[src/hdl/vpd_pkg.sv]
// Shared constants for the vibration peak detector: register map, field widths.
// No dependencies; used by the top level and its port checker.
package vpd_pkg;

    localparam int ACCEL_W = 16;
    localparam int LEVEL_W = 24;
    localparam int BASE_W  = 32;
    localparam int COEF_W  = 16;
    localparam int APB_AW  = 4;
    localparam int APB_DW  = 32;

    localparam logic [1:0] REG_SENSOR_ENABLED  = 2'd0;
    localparam logic [1:0] REG_BASELINE_WEIGHT = 2'd1;
    localparam logic [1:0] REG_DECAY_FACTOR    = 2'd2;

    localparam logic [COEF_W-1:0] WEIGHT_RESET = 16'd655;
    localparam logic [COEF_W-1:0] DECAY_RESET  = 16'd55706;

    localparam logic [LEVEL_W-1:0] LEVEL_MAX = {LEVEL_W{1'b1}};

endpackage

[src/hdl/vibration_peak_detector.sv]
// Vibration peak detector top level: magnitude, baseline tracking, peak hold.
// Uses vpd_pkg for the register map and widths.
//
//  channel   | dir | fields (low bit up)
//  s_axis    | in  | tdata: accel_x[15:0], accel_y[31:16], accel_z[47:32]
//  m_axis    | out | tdata: vibration_level[23:0], magnitude[47:24]
//  apb       | cfg | 0x0 sensor_enabled, 0x4 baseline_weight, 0x8 decay_factor
//
// When enabled, an item passes through the squares, the sum, a restoring square root
// that retires one root bit per cycle, and the baseline and peak updates.
// With the sensor disabled an item goes straight to the output stage and returns zeros.
// The input is not ready while an item is in flight; a held result waits in the
// output register while the next item is accepted and worked on.
// Reset is asynchronous and clears the baseline, seed flag and peak.
module vibration_peak_detector #(
    parameter int SAMPLE_WIDTH = 16,
    parameter int FRAC_BITS    = 8
) (
    input  logic                          clk,
    input  logic                          rst_n,
    input  logic                          s_axis_tvalid,
    output logic                          s_axis_tready,
    // accel_x [15:0], accel_y [31:16], accel_z [47:32]
    input  logic [3*vpd_pkg::ACCEL_W-1:0] s_axis_tdata,
    output logic                          m_axis_tvalid,
    input  logic                          m_axis_tready,
    // vibration_level [23:0], magnitude [47:24]
    output logic [2*vpd_pkg::LEVEL_W-1:0] m_axis_tdata,
    input  logic                          psel,
    input  logic                          penable,
    input  logic                          pwrite,
    input  logic [vpd_pkg::APB_AW-1:0]    paddr,
    input  logic [vpd_pkg::APB_DW-1:0]    pwdata,
    output logic [vpd_pkg::APB_DW-1:0]    prdata,
    output logic                          pready
);

    localparam int RW    = SAMPLE_WIDTH + FRAC_BITS;  // root width
    localparam int SUM_W = 2 * SAMPLE_WIDTH;
    localparam int RAD_W = 2 * RW;
    localparam int REM_W = RW + 2;
    localparam int CNT_W = $clog2(RW + 1);
    localparam int SH    = 16 - FRAC_BITS;
    localparam int MA_W  = vpd_pkg::BASE_W;
    localparam int MB_W  = vpd_pkg::COEF_W;
    localparam int MP_W  = MA_W + MB_W;

    localparam logic [3:0] ST_IDLE = 4'd0;
    localparam logic [3:0] ST_SQX  = 4'd1;
    localparam logic [3:0] ST_SQY  = 4'd2;
    localparam logic [3:0] ST_SQZ  = 4'd3;
    localparam logic [3:0] ST_SUM  = 4'd4;
    localparam logic [3:0] ST_ROOT = 4'd5;
    localparam logic [3:0] ST_DEV  = 4'd6;
    localparam logic [3:0] ST_STEP = 4'd7;
    localparam logic [3:0] ST_OUT  = 4'd8;

    // configuration
    logic                        enabled_reg;
    logic [vpd_pkg::COEF_W-1:0]  weight_reg;
    logic [vpd_pkg::COEF_W-1:0]  decay_reg;
    logic                        cfg_write;
    logic [1:0]                  cfg_index;

    // sequencer and datapath
    logic [3:0]                  state_reg, state_next;
    logic                        run_en_reg;
    logic [SAMPLE_WIDTH-1:0]     abs_x_reg, abs_y_reg, abs_z_reg;
    logic [SUM_W-1:0]            acc_reg;
    logic [RAD_W-1:0]            rad_reg;
    logic [REM_W-1:0]            rem_reg;
    logic [RW-1:0]               root_reg;
    logic [CNT_W-1:0]            cnt_reg;
    logic [vpd_pkg::BASE_W-1:0]  baseline_reg;
    logic                        seeded_reg;
    logic [vpd_pkg::LEVEL_W-1:0] peak_reg;
    logic [vpd_pkg::BASE_W-1:0]  dev_reg;
    logic                        dev_up_reg;
    logic [MP_W-1:0]             prod_reg;

    logic                        out_valid_reg;
    logic [vpd_pkg::LEVEL_W-1:0] out_level_reg, out_mag_reg;

    logic                        in_accept;
    logic                        out_load;
    logic [MA_W-1:0]             mul_a;
    logic [MB_W-1:0]             mul_b;
    logic                        mul_en;

    logic [SAMPLE_WIDTH-1:0]     abs_x, abs_y, abs_z;
    logic [REM_W+1:0]            rem_shift, trial;
    logic                        trial_ok;
    logic [vpd_pkg::BASE_W-1:0]  root32, mag16, base_eff;
    logic [vpd_pkg::BASE_W-1:0]  step;
    logic [vpd_pkg::BASE_W-1:0]  dev_sh;
    logic [vpd_pkg::LEVEL_W-1:0] dev_sat, decayed, peak_new, mag_sat;

    function automatic logic [SAMPLE_WIDTH-1:0] sample_abs(input logic [SAMPLE_WIDTH-1:0] v);
        logic [SAMPLE_WIDTH:0] ext;
        logic [SAMPLE_WIDTH:0] neg;
        ext = {v[SAMPLE_WIDTH-1], v};
        neg = ~ext + 1'b1;
        return ext[SAMPLE_WIDTH] ? neg[SAMPLE_WIDTH-1:0] : ext[SAMPLE_WIDTH-1:0];
    endfunction

    // ---------------------------------------------------------------- APB
    assign pready    = 1'b1;
    assign cfg_write = psel && penable && pwrite;
    assign cfg_index = paddr[3:2];

    always_comb
    begin
        unique case (cfg_index)
            vpd_pkg::REG_SENSOR_ENABLED:
                prdata = {{(vpd_pkg::APB_DW-1){1'b0}}, enabled_reg};
            vpd_pkg::REG_BASELINE_WEIGHT:
                prdata = {{(vpd_pkg::APB_DW-vpd_pkg::COEF_W){1'b0}}, weight_reg};
            vpd_pkg::REG_DECAY_FACTOR:
                prdata = {{(vpd_pkg::APB_DW-vpd_pkg::COEF_W){1'b0}}, decay_reg};
            default:
                prdata = '0;
        endcase
    end

    always_ff @(posedge clk or negedge rst_n)
    begin
        if (!rst_n)
        begin
            enabled_reg <= 1'b1;
            weight_reg  <= vpd_pkg::WEIGHT_RESET;
            decay_reg   <= vpd_pkg::DECAY_RESET;
        end
        else if (cfg_write)
        begin
            case (cfg_index)
                vpd_pkg::REG_SENSOR_ENABLED:  enabled_reg <= pwdata[0];
                vpd_pkg::REG_BASELINE_WEIGHT: weight_reg  <= pwdata[vpd_pkg::COEF_W-1:0];
                vpd_pkg::REG_DECAY_FACTOR:    decay_reg   <= pwdata[vpd_pkg::COEF_W-1:0];
                default:                      ;
            endcase
        end
    end

    // ---------------------------------------------------------------- datapath
    assign s_axis_tready = (state_reg == ST_IDLE);
    assign in_accept     = s_axis_tvalid && s_axis_tready;
    assign out_load      = (state_reg == ST_OUT) && (!out_valid_reg || m_axis_tready);

    assign abs_x = sample_abs(s_axis_tdata[SAMPLE_WIDTH-1:0]);
    assign abs_y = sample_abs(s_axis_tdata[vpd_pkg::ACCEL_W +: SAMPLE_WIDTH]);
    assign abs_z = sample_abs(s_axis_tdata[2*vpd_pkg::ACCEL_W +: SAMPLE_WIDTH]);

    // square-root step: bring down two radicand bits, try (root << 2) | 1
    assign rem_shift = {rem_reg, rad_reg[RAD_W-1 -: 2]};
    assign trial     = {2'b00, root_reg, 2'b01};
    assign trial_ok  = rem_shift >= trial;

    assign root32   = MA_W'(root_reg);
    assign mag16    = root32 << SH;
    assign base_eff = seeded_reg ? baseline_reg : mag16;
    assign step     = prod_reg[MP_W-1 -: vpd_pkg::BASE_W];

    assign dev_sh  = dev_reg >> SH;
    assign dev_sat = (dev_sh > MA_W'(vpd_pkg::LEVEL_MAX))
                   ? vpd_pkg::LEVEL_MAX : dev_sh[vpd_pkg::LEVEL_W-1:0];
    assign mag_sat = (root32 > MA_W'(vpd_pkg::LEVEL_MAX))
                   ? vpd_pkg::LEVEL_MAX : root32[vpd_pkg::LEVEL_W-1:0];
    assign decayed = prod_reg[16 +: vpd_pkg::LEVEL_W];
    assign peak_new = (dev_sat > decayed) ? dev_sat : decayed;

    // shared multiplier operand select
    always_comb
    begin
        mul_en = 1'b1;
        mul_a  = '0;
        mul_b  = '0;
        unique case (state_reg)
            ST_SQX:
            begin
                mul_a = MA_W'(abs_x_reg);
                mul_b = MB_W'(abs_x_reg);
            end
            ST_SQY:
            begin
                mul_a = MA_W'(abs_y_reg);
                mul_b = MB_W'(abs_y_reg);
            end
            ST_SQZ:
            begin
                mul_a = MA_W'(abs_z_reg);
                mul_b = MB_W'(abs_z_reg);
            end
            ST_DEV:
            begin
                // deviation against the baseline, weighted for the EMA step
                mul_a = (mag16 >= base_eff) ? mag16 - base_eff : base_eff - mag16;
                mul_b = weight_reg;
            end
            ST_STEP:
            begin
                mul_a = MA_W'(peak_reg);
                mul_b = decay_reg;
            end
            default:
                mul_en = 1'b0;
        endcase
    end

    always_ff @(posedge clk)
    begin
        if (mul_en)
            prod_reg <= mul_a * mul_b;
    end

    always_comb
    begin
        state_next = state_reg;
        unique case (state_reg)
            ST_IDLE: if (in_accept) state_next = enabled_reg ? ST_SQX : ST_OUT;
            ST_SQX:  state_next = ST_SQY;
            ST_SQY:  state_next = ST_SQZ;
            ST_SQZ:  state_next = ST_SUM;
            ST_SUM:  state_next = ST_ROOT;
            ST_ROOT: if (cnt_reg == CNT_W'(1)) state_next = ST_DEV;
            ST_DEV:  state_next = ST_STEP;
            ST_STEP: state_next = ST_OUT;
            ST_OUT:  if (out_load) state_next = ST_IDLE;
            default: state_next = ST_IDLE;
        endcase
    end

    always_ff @(posedge clk or negedge rst_n)
    begin
        if (!rst_n)
        begin
            state_reg     <= ST_IDLE;
            run_en_reg    <= 1'b0;
            baseline_reg  <= '0;
            seeded_reg    <= 1'b0;
            peak_reg      <= '0;
            out_valid_reg <= 1'b0;
        end
        else
        begin
            state_reg <= state_next;
            if (in_accept)
                run_en_reg <= enabled_reg;
            if (state_reg == ST_DEV)
            begin
                baseline_reg <= base_eff;
                seeded_reg   <= 1'b1;
            end
            if (state_reg == ST_STEP)
                baseline_reg <= dev_up_reg ? baseline_reg + step : baseline_reg - step;
            if (out_load && run_en_reg)
                peak_reg <= peak_new;
            if (out_load)
                out_valid_reg <= 1'b1;
            else if (m_axis_tready)
                out_valid_reg <= 1'b0;
        end
    end

    always_ff @(posedge clk)
    begin
        if (in_accept)
        begin
            abs_x_reg <= abs_x;
            abs_y_reg <= abs_y;
            abs_z_reg <= abs_z;
        end
        unique case (state_reg)
            ST_SQY: acc_reg <= prod_reg[SUM_W-1:0];
            ST_SQZ: acc_reg <= acc_reg + prod_reg[SUM_W-1:0];
            ST_SUM:
            begin
                rad_reg  <= {acc_reg + prod_reg[SUM_W-1:0], {(2*FRAC_BITS){1'b0}}};
                rem_reg  <= '0;
                root_reg <= '0;
                cnt_reg  <= CNT_W'(RW);
            end
            ST_ROOT:
            begin
                rad_reg <= rad_reg << 2;
                cnt_reg <= cnt_reg - 1'b1;
                if (trial_ok)
                begin
                    rem_reg  <= REM_W'(rem_shift - trial);
                    root_reg <= {root_reg[RW-2:0], 1'b1};
                end
                else
                begin
                    rem_reg  <= REM_W'(rem_shift);
                    root_reg <= {root_reg[RW-2:0], 1'b0};
                end
            end
            ST_DEV:
            begin
                dev_reg    <= mul_a;
                dev_up_reg <= mag16 >= base_eff;
            end
            default: ;
        endcase
        if (out_load)
        begin
            out_level_reg <= run_en_reg ? peak_new : '0;
            out_mag_reg   <= run_en_reg ? mag_sat : '0;
        end
    end

    assign m_axis_tvalid = out_valid_reg;
    assign m_axis_tdata  = {out_mag_reg, out_level_reg};

endmodule

[config.mk]
export PLATFORM = sky130hd
export DESIGN_NAME = vibration_peak_detector
export DESIGN_NICKNAME = d
export VERILOG_FILES = /design/src/hdl/vpd_pkg.sv /design/src/hdl/vibration_peak_detector.sv
export SDC_FILE = /design/constraint.sdc
export NUM_CORES = 2
export LEC_CHECK = 0
export BUFFER_PORTS_ARGS = -buffer_cell sky130_fd_sc_hd__buf_2
export CAP_MARGIN = 20
export CORE_ASPECT_RATIO = 1.1
export CORE_MARGIN = 4
export CORE_UTILIZATION = 60
export CTS_CLUSTER_DIAMETER = 60
export DETAILED_ROUTE_END_ITERATION = 8
export GPL_ROUTABILITY_DRIVEN = 0
export PLACE_DENSITY = 0.79
export SLEW_MARGIN = 10
export SYNTH_ARGS = -nofsm -noshare
export SYNTH_HDL_FRONTEND = slang
export SYNTH_SLANG_ARGS = --single-unit
[constraint.sdc]
create_clock -name clk -period 19.2 [get_ports clk]
set_input_delay 2.88 -clock clk [delete_from_list [all_inputs] [get_ports clk]]
set_output_delay 2.88 -clock clk [all_outputs]
set_load 0.02 [all_outputs]
======== Word-level counts from Yosys, hierarchy flattened ========
Index checks and enable logic that the tools add are counted.
operators by class
  $add $sub $neg .......................... 10
  multipliers ............................. 1
  order comparisons ....................... 5
  equal/unequal tests ..................... 14
  muxes and demuxes ....................... 29
  bitwise gates (word level) .............. 3
  reduce and logical (&&, ||, !) cells .... 18
operators with widths
  kind                   count
  $mux 32                5
  $pmux 32 s5            1
  $pmux 48 s2            1
  $sub 32x32->32         3
  $pmux 16 s5            1
  $mux 24                3
  $add 32x32->32         2
  $pmux 32 s2            1
  $pmux 26 s2            1
  $add 16x1->16 const B  3
  $gt 24x24->1 const B   2
  $mul 32x16->48         1
  $not 16->16            3
  $pmux 16 s3            1
  $pmux 24 s2            1
  $mux 15                3
  $pmux 4 s9             1
  $ge 32x32->1           1
  $ge 28x26->1           1
  $mux 26                1
  $sub 26x26->26         1
  $gt 24x24->1           1
  $eq 4x3->1 const B     4
  $mux 4                 4
  other kinds (20)       34
storage, ports and cells
  bits in registers ....................... 408
  input port bits ......................... 91
  output and inout port bits .............. 83
  word-level logic and storage cells ...... 105

======== Logic depth before layout (Yosys ltp) ========
  depth in word-level cells ............... 5
  mapped depth ............................ 41
  depth with buffers taken out ............ 36

======== Least setup slack after synthesis ========
Ideal clock, no wire load.
  kind .................................... register to register
  from .................................... reg seeded_reg
  to ...................................... reg prod_reg[35] (data pin)
  setup time .............................. 0.259 ns
  data arrival time ....................... 9.915 ns
  data required time ...................... 18.941 ns
  setup slack ............................. 9.026 ns
  cell stages (with the launch flop) ...... 39
  buffers on the path ..................... 6
  clock period less this slack ............ 10.174 ns
  cells stage by stage .................... dfrtp_1 > buf_4 > clkbuf_1 > buf_1 > mux2i_1 > inv_1 > ha_1 > clkbuf_1 > and4_1 > a221oi_4 > nor2_2 > o311a_4 > buf_6 > or4_4 > and3_4 > o31ai_4 > buf_6 > nand2_2 > (+3 left out) > inv_1 > fa_1 > inv_1 > fa_1 > fa_1 > inv_1 > fa_1 > inv_1 > ha_1 > a21o_1 > a21o_1 > a221o_1 > or3b_2 > a21o_1 > and2_1 > a41oi_1 > o21ai_0 > xnor2_1
between the ends
  cells in the longest elaborated chain, start to end .. 5
  elaborated cells on any way between the ends .. 7
  those cells by class .................... 2 x add/sub; 1 x mul; 1 x order compare; 3 x mux
RTL lines
  item                                            line                            text
  start: declaration                              vibration_peak_detector.sv:75   logic seeded_reg;
  start signal: assignment                        vibration_peak_detector.sv:239  seeded_reg <= 1'b0;
  start signal: assignment                        vibration_peak_detector.sv:251  seeded_reg <= 1'b1;
  $mux 32 (*)                                     vibration_peak_detector.sv:160  assign base_eff = seeded_reg ? baseline_reg : mag16;
  $sub 32x32->32 or $ge 32x32->1 (tied branches)  vibration_peak_detector.sv:196  mul_a = (mag16 >= base_eff) ? mag16 - base_eff : base_eff - mag16;
  $mux 32 (*)                                     vibration_peak_detector.sv:196
  $pmux 32 s5 (*)                                 vibration_peak_detector.sv:177  unique case (state_reg)
  net mul_a[21]                                   vibration_peak_detector.sv:86   logic [MA_W-1:0] mul_a;
  $mul 32x16->48 (*)                              vibration_peak_detector.sv:212  prod_reg <= mul_a * mul_b;
  end signal: assignment                          vibration_peak_detector.sv:212
  end: declaration                                vibration_peak_detector.sv:79   logic [MP_W-1:0] prod_reg;
The timed path passes the listed nets; every way through them passes the cells marked *.
A chain may end at the register's enable or synchronous reset.

======== Final worst setup path ========
  from .................................... reg seeded_reg
  to ...................................... reg prod_reg[47] (data pin)
between the ends
  cells in the longest elaborated chain, start to end .. 5
  elaborated cells on any way between the ends .. 7
  those cells by class .................... 2 x add/sub; 1 x mul; 1 x order compare; 3 x mux
RTL lines
  item                                            line
  $mux 32 (*)                                     vibration_peak_detector.sv:160
  $sub 32x32->32 or $ge 32x32->1 (tied branches)  vibration_peak_detector.sv:196
  $mux 32 (*)                                     vibration_peak_detector.sv:196
  $pmux 32 s5 (*)                                 vibration_peak_detector.sv:177
  $mul 32x16->48 (*)                              vibration_peak_detector.sv:212
Mark *: on every way between the ends. The rest lies on a longest branch, timed or not.

==> metrics.md <==
| Metric | Value |
|---|---|
| Synth Warn # | `0` |
| R2R setup slack | `7.19 ns` |
| Post-DP HPWL | `slightly above 90000 µm` |
| Number of remaining DRC errors | `0` |
| Slew @ Worst Pin | `roughly 1.2 ns` |
| Worst setup EP type | `flop` |
| Routed WL | `around 120000 µm` |
| Share of cells above drive strength 1 | `around a tenth` |
| Number of hold buffers added after cts | `0` |
| Fin nets | `between 5000 and 6000` |
| EDFF count, synth | `288` |
| CTS Sinks | `~380` |
| Crit path largest cell delay | `approximately 1.1 ns` |
| Die Area | `74400 µm²` |
| Initial antenna violation count | `3` |
| Final setup viols | `0` |
| Post-route ant nets | `0` |
| Largest net degree at the start of global routing | `76` |
| Final setup skew | `roughly 0.028 ns` |
| Hold depth | `2` |
| Vias in the first global route | `approximately 35000` |
| CTS resizes | `0` |
| Post-Layout Inst Area | `approximately 45000 µm²` |
| Sequential fraction of the synthesis area | `roughly a quarter` |
| Synth Register Bits | `between 300 and 400` |
| Num CTS Buffers | `45` |
| Worst hold path type | `flop to flop` |
| Share of synthesized registers carrying an async set or reset | `between 20% and 30%` |
| CTS HTree Levels | `2` |
| Drt pass-1 iters | `7` |
| # rows | `101` |
| Die Ht | `286 µm` |
| Post-synth cell types | `93` |
| Routed wire length per instance | `about 22 µm` |
| Global-route wire length before repair | `a little under 200000 µm` |
| CTS root buf | `clkbuf_16` |
| Core area | `roughly 69000 µm²` |
| Arrival @ worst endpoint | `12.35 ns` |
| FF-to-FF path depth | `31` |
| CP Class | `flop to flop` |
| Max reg flops | `48` |
| Via count | `roughly 35000` |
| Critical R2R Capture | `prod_reg[47]` |
| CP max stage cell | `dfrtp_2` |
| Most used cell, CP | `fa_1` |
| Placement Cell Area | `around 44000 µm²` |
| RSZ-0062 raised after global routing | `false` |
| Starting Density | `60.8%` |
| Mapped Cells | `4553` |
| Global Route Usage Sum | `between 30 and 40%` |
| Max Root-Sink Buffers | `3` |
| Critical path peak fanout | `38` |
| Worst-Skew Late Latency | `0.60 ns` |
| Required time of the critical path | `just under 20 ns` |
| Hold Path Origin | `rad_reg[17]` |
| Critical Path Start Type | `flop` |
| Count of input and output buffers | `around 140` |
| Syn Area/Cell | `roughly 9.2 µm²` |
| Fmax | `83.3 MHz` |
| Most frequent cells in the layout | `618 x inv_1, 448 x nand2_1, 421 x fa_1` |
| Final Cycle Share | `62.6%` |
| Final hold violations | `0` |
| Max Cap Viol | `0` |
| Remaining Overflow, GRT | `0` |
| Headroom to the max-slew limit | `17.9%` |
| Commonest non-fill, non-tap cell in the layout | `inv_1` |
| Clock-pin slew on the worst setup and hold paths | `about 0.06 ns` |
| Vias/cell | `~6.3` |
| CTS tree | `done` |
| Top_reg_cell synth | `edfxtp_1` |
| Final setup TNS | `0 ns` |
| Number of post-CTS setup repair buffers | `0` |
| P&R area growth vs syn | `7.29%` |
| Status | `finished clean` |
| DIE WIDTH | `around 260 µm` |
| Initial DRC count | `~3800` |
| Syn Std Cell Area | `between 40000 and 50000 µm²` |
| Ports | `about 170` |
| Slew Limit Fails | `0` |
| Reg-to-Reg Start | `seeded_reg` |
| Worst Hold Path EP | `rad_reg[19]` |
| Fin crit period | `~12 ns` |
-- synthesized netlist by cell type, types with 28 or more instances --
library cell,number,area share (%)
and3_1,35,0.52
mux2i_1,57,1.4
a22oi_1,36,0.64
ha_1,286,8.5
a31oi_1,28,0.42
nand2_1,449,4.0
clkbuf_1,160,1.4
nand3_1,71,0.84
xnor2_1,126,2.6
xor2_1,50,1.0
edfxtp_1,288,21
o21a_1,57,1.0
o31ai_1,37,0.66
mux2_2,55,1.5
nor3_1,69,0.82
nor2b_1,56,0.83
o21ai_0,267,3.2
inv_1,618,5.5
or3_1,38,0.57
nor2_1,280,2.5
and2_1,93,1.4
nand2b_1,35,0.52
a21oi_1,277,3.3
a21o_1,109,1.9
a211oi_1,32,0.57
fa_1,421,20
dfrtp_1,80,4.8
-- worst max path at each step --
stage / startpoint / endpoint / slack, ns / cells after the start
after floorplan: seeded_reg / prod_reg[35] / 9.03 / 38
after global placement: seeded_reg / prod_reg[41] / 7.62 / 33
after detailed placement: seeded_reg / prod_reg[46] / 7.54 / 32
after CTS: seeded_reg / prod_reg[46] / 7.52 / 32
after global routing: seeded_reg / prod_reg[46] / 6.76 / 31
final: seeded_reg / prod_reg[47] / 7.19 / 31
-- per-stage QoR --
step / instances / setup WS [ns] / util, % / hold slack [ns]
floorplan: 4568 / 9.03 / - / 0.484
detailed placement: 5478 / 7.54 / 63.0 / 0.510
finish: 5569 / 7.19 / 65.2 / 0.523
global placement: 5478 / 7.62 / 63.0 / 0.500
global route: 5567 / 6.76 / 65.2 / 0.547
CTS: 5562 / 7.52 / 65.1 / 0.528
-- metal layers --
metal	track usage [%]	wire [µm]
met1	43.3	46400
met2	51.6	55300
met3	7.25	13700
met4	17.6	7870
met5	0	69
-- kinds of logic after synthesis --
family	Yosys count	share of synthesized area, %
xor+xnor	176	3.66
mux	113	2.85
fa+ha+maj	707	28.5
other cells	2	0.0178
simple gates	1245	14.1
flops	384	26.3
compound gates	1090	16.8
buf+inv	836	7.72
-- critical path: cells and delay by family, from the launching register on --
kind | cells | cell delay [ns]
compound gates | 8 | 2.96
mux | 1 | 0.39
fa+ha+maj | 8 | 4.00
flops | 1 | 1.05
xor+xnor | 1 | 0.14
simple gates | 9 | 2.87
buf+inv | 4 | 0.29
-- area by class of cell --
class	count	area, µm²
inverter	621	2330
antenna	2	5.00
clock buffer	50	1150
multi-input combinational	3348	27900
timing repair buffer	203	1200
fill	5611	24100
tap	927	1160
sequential	384	11100
clock inverter	34	305
Power is left out: the tool's default activity adds up to more than one toggle a clock period on the data nets, which glitch-free logic cannot reach.
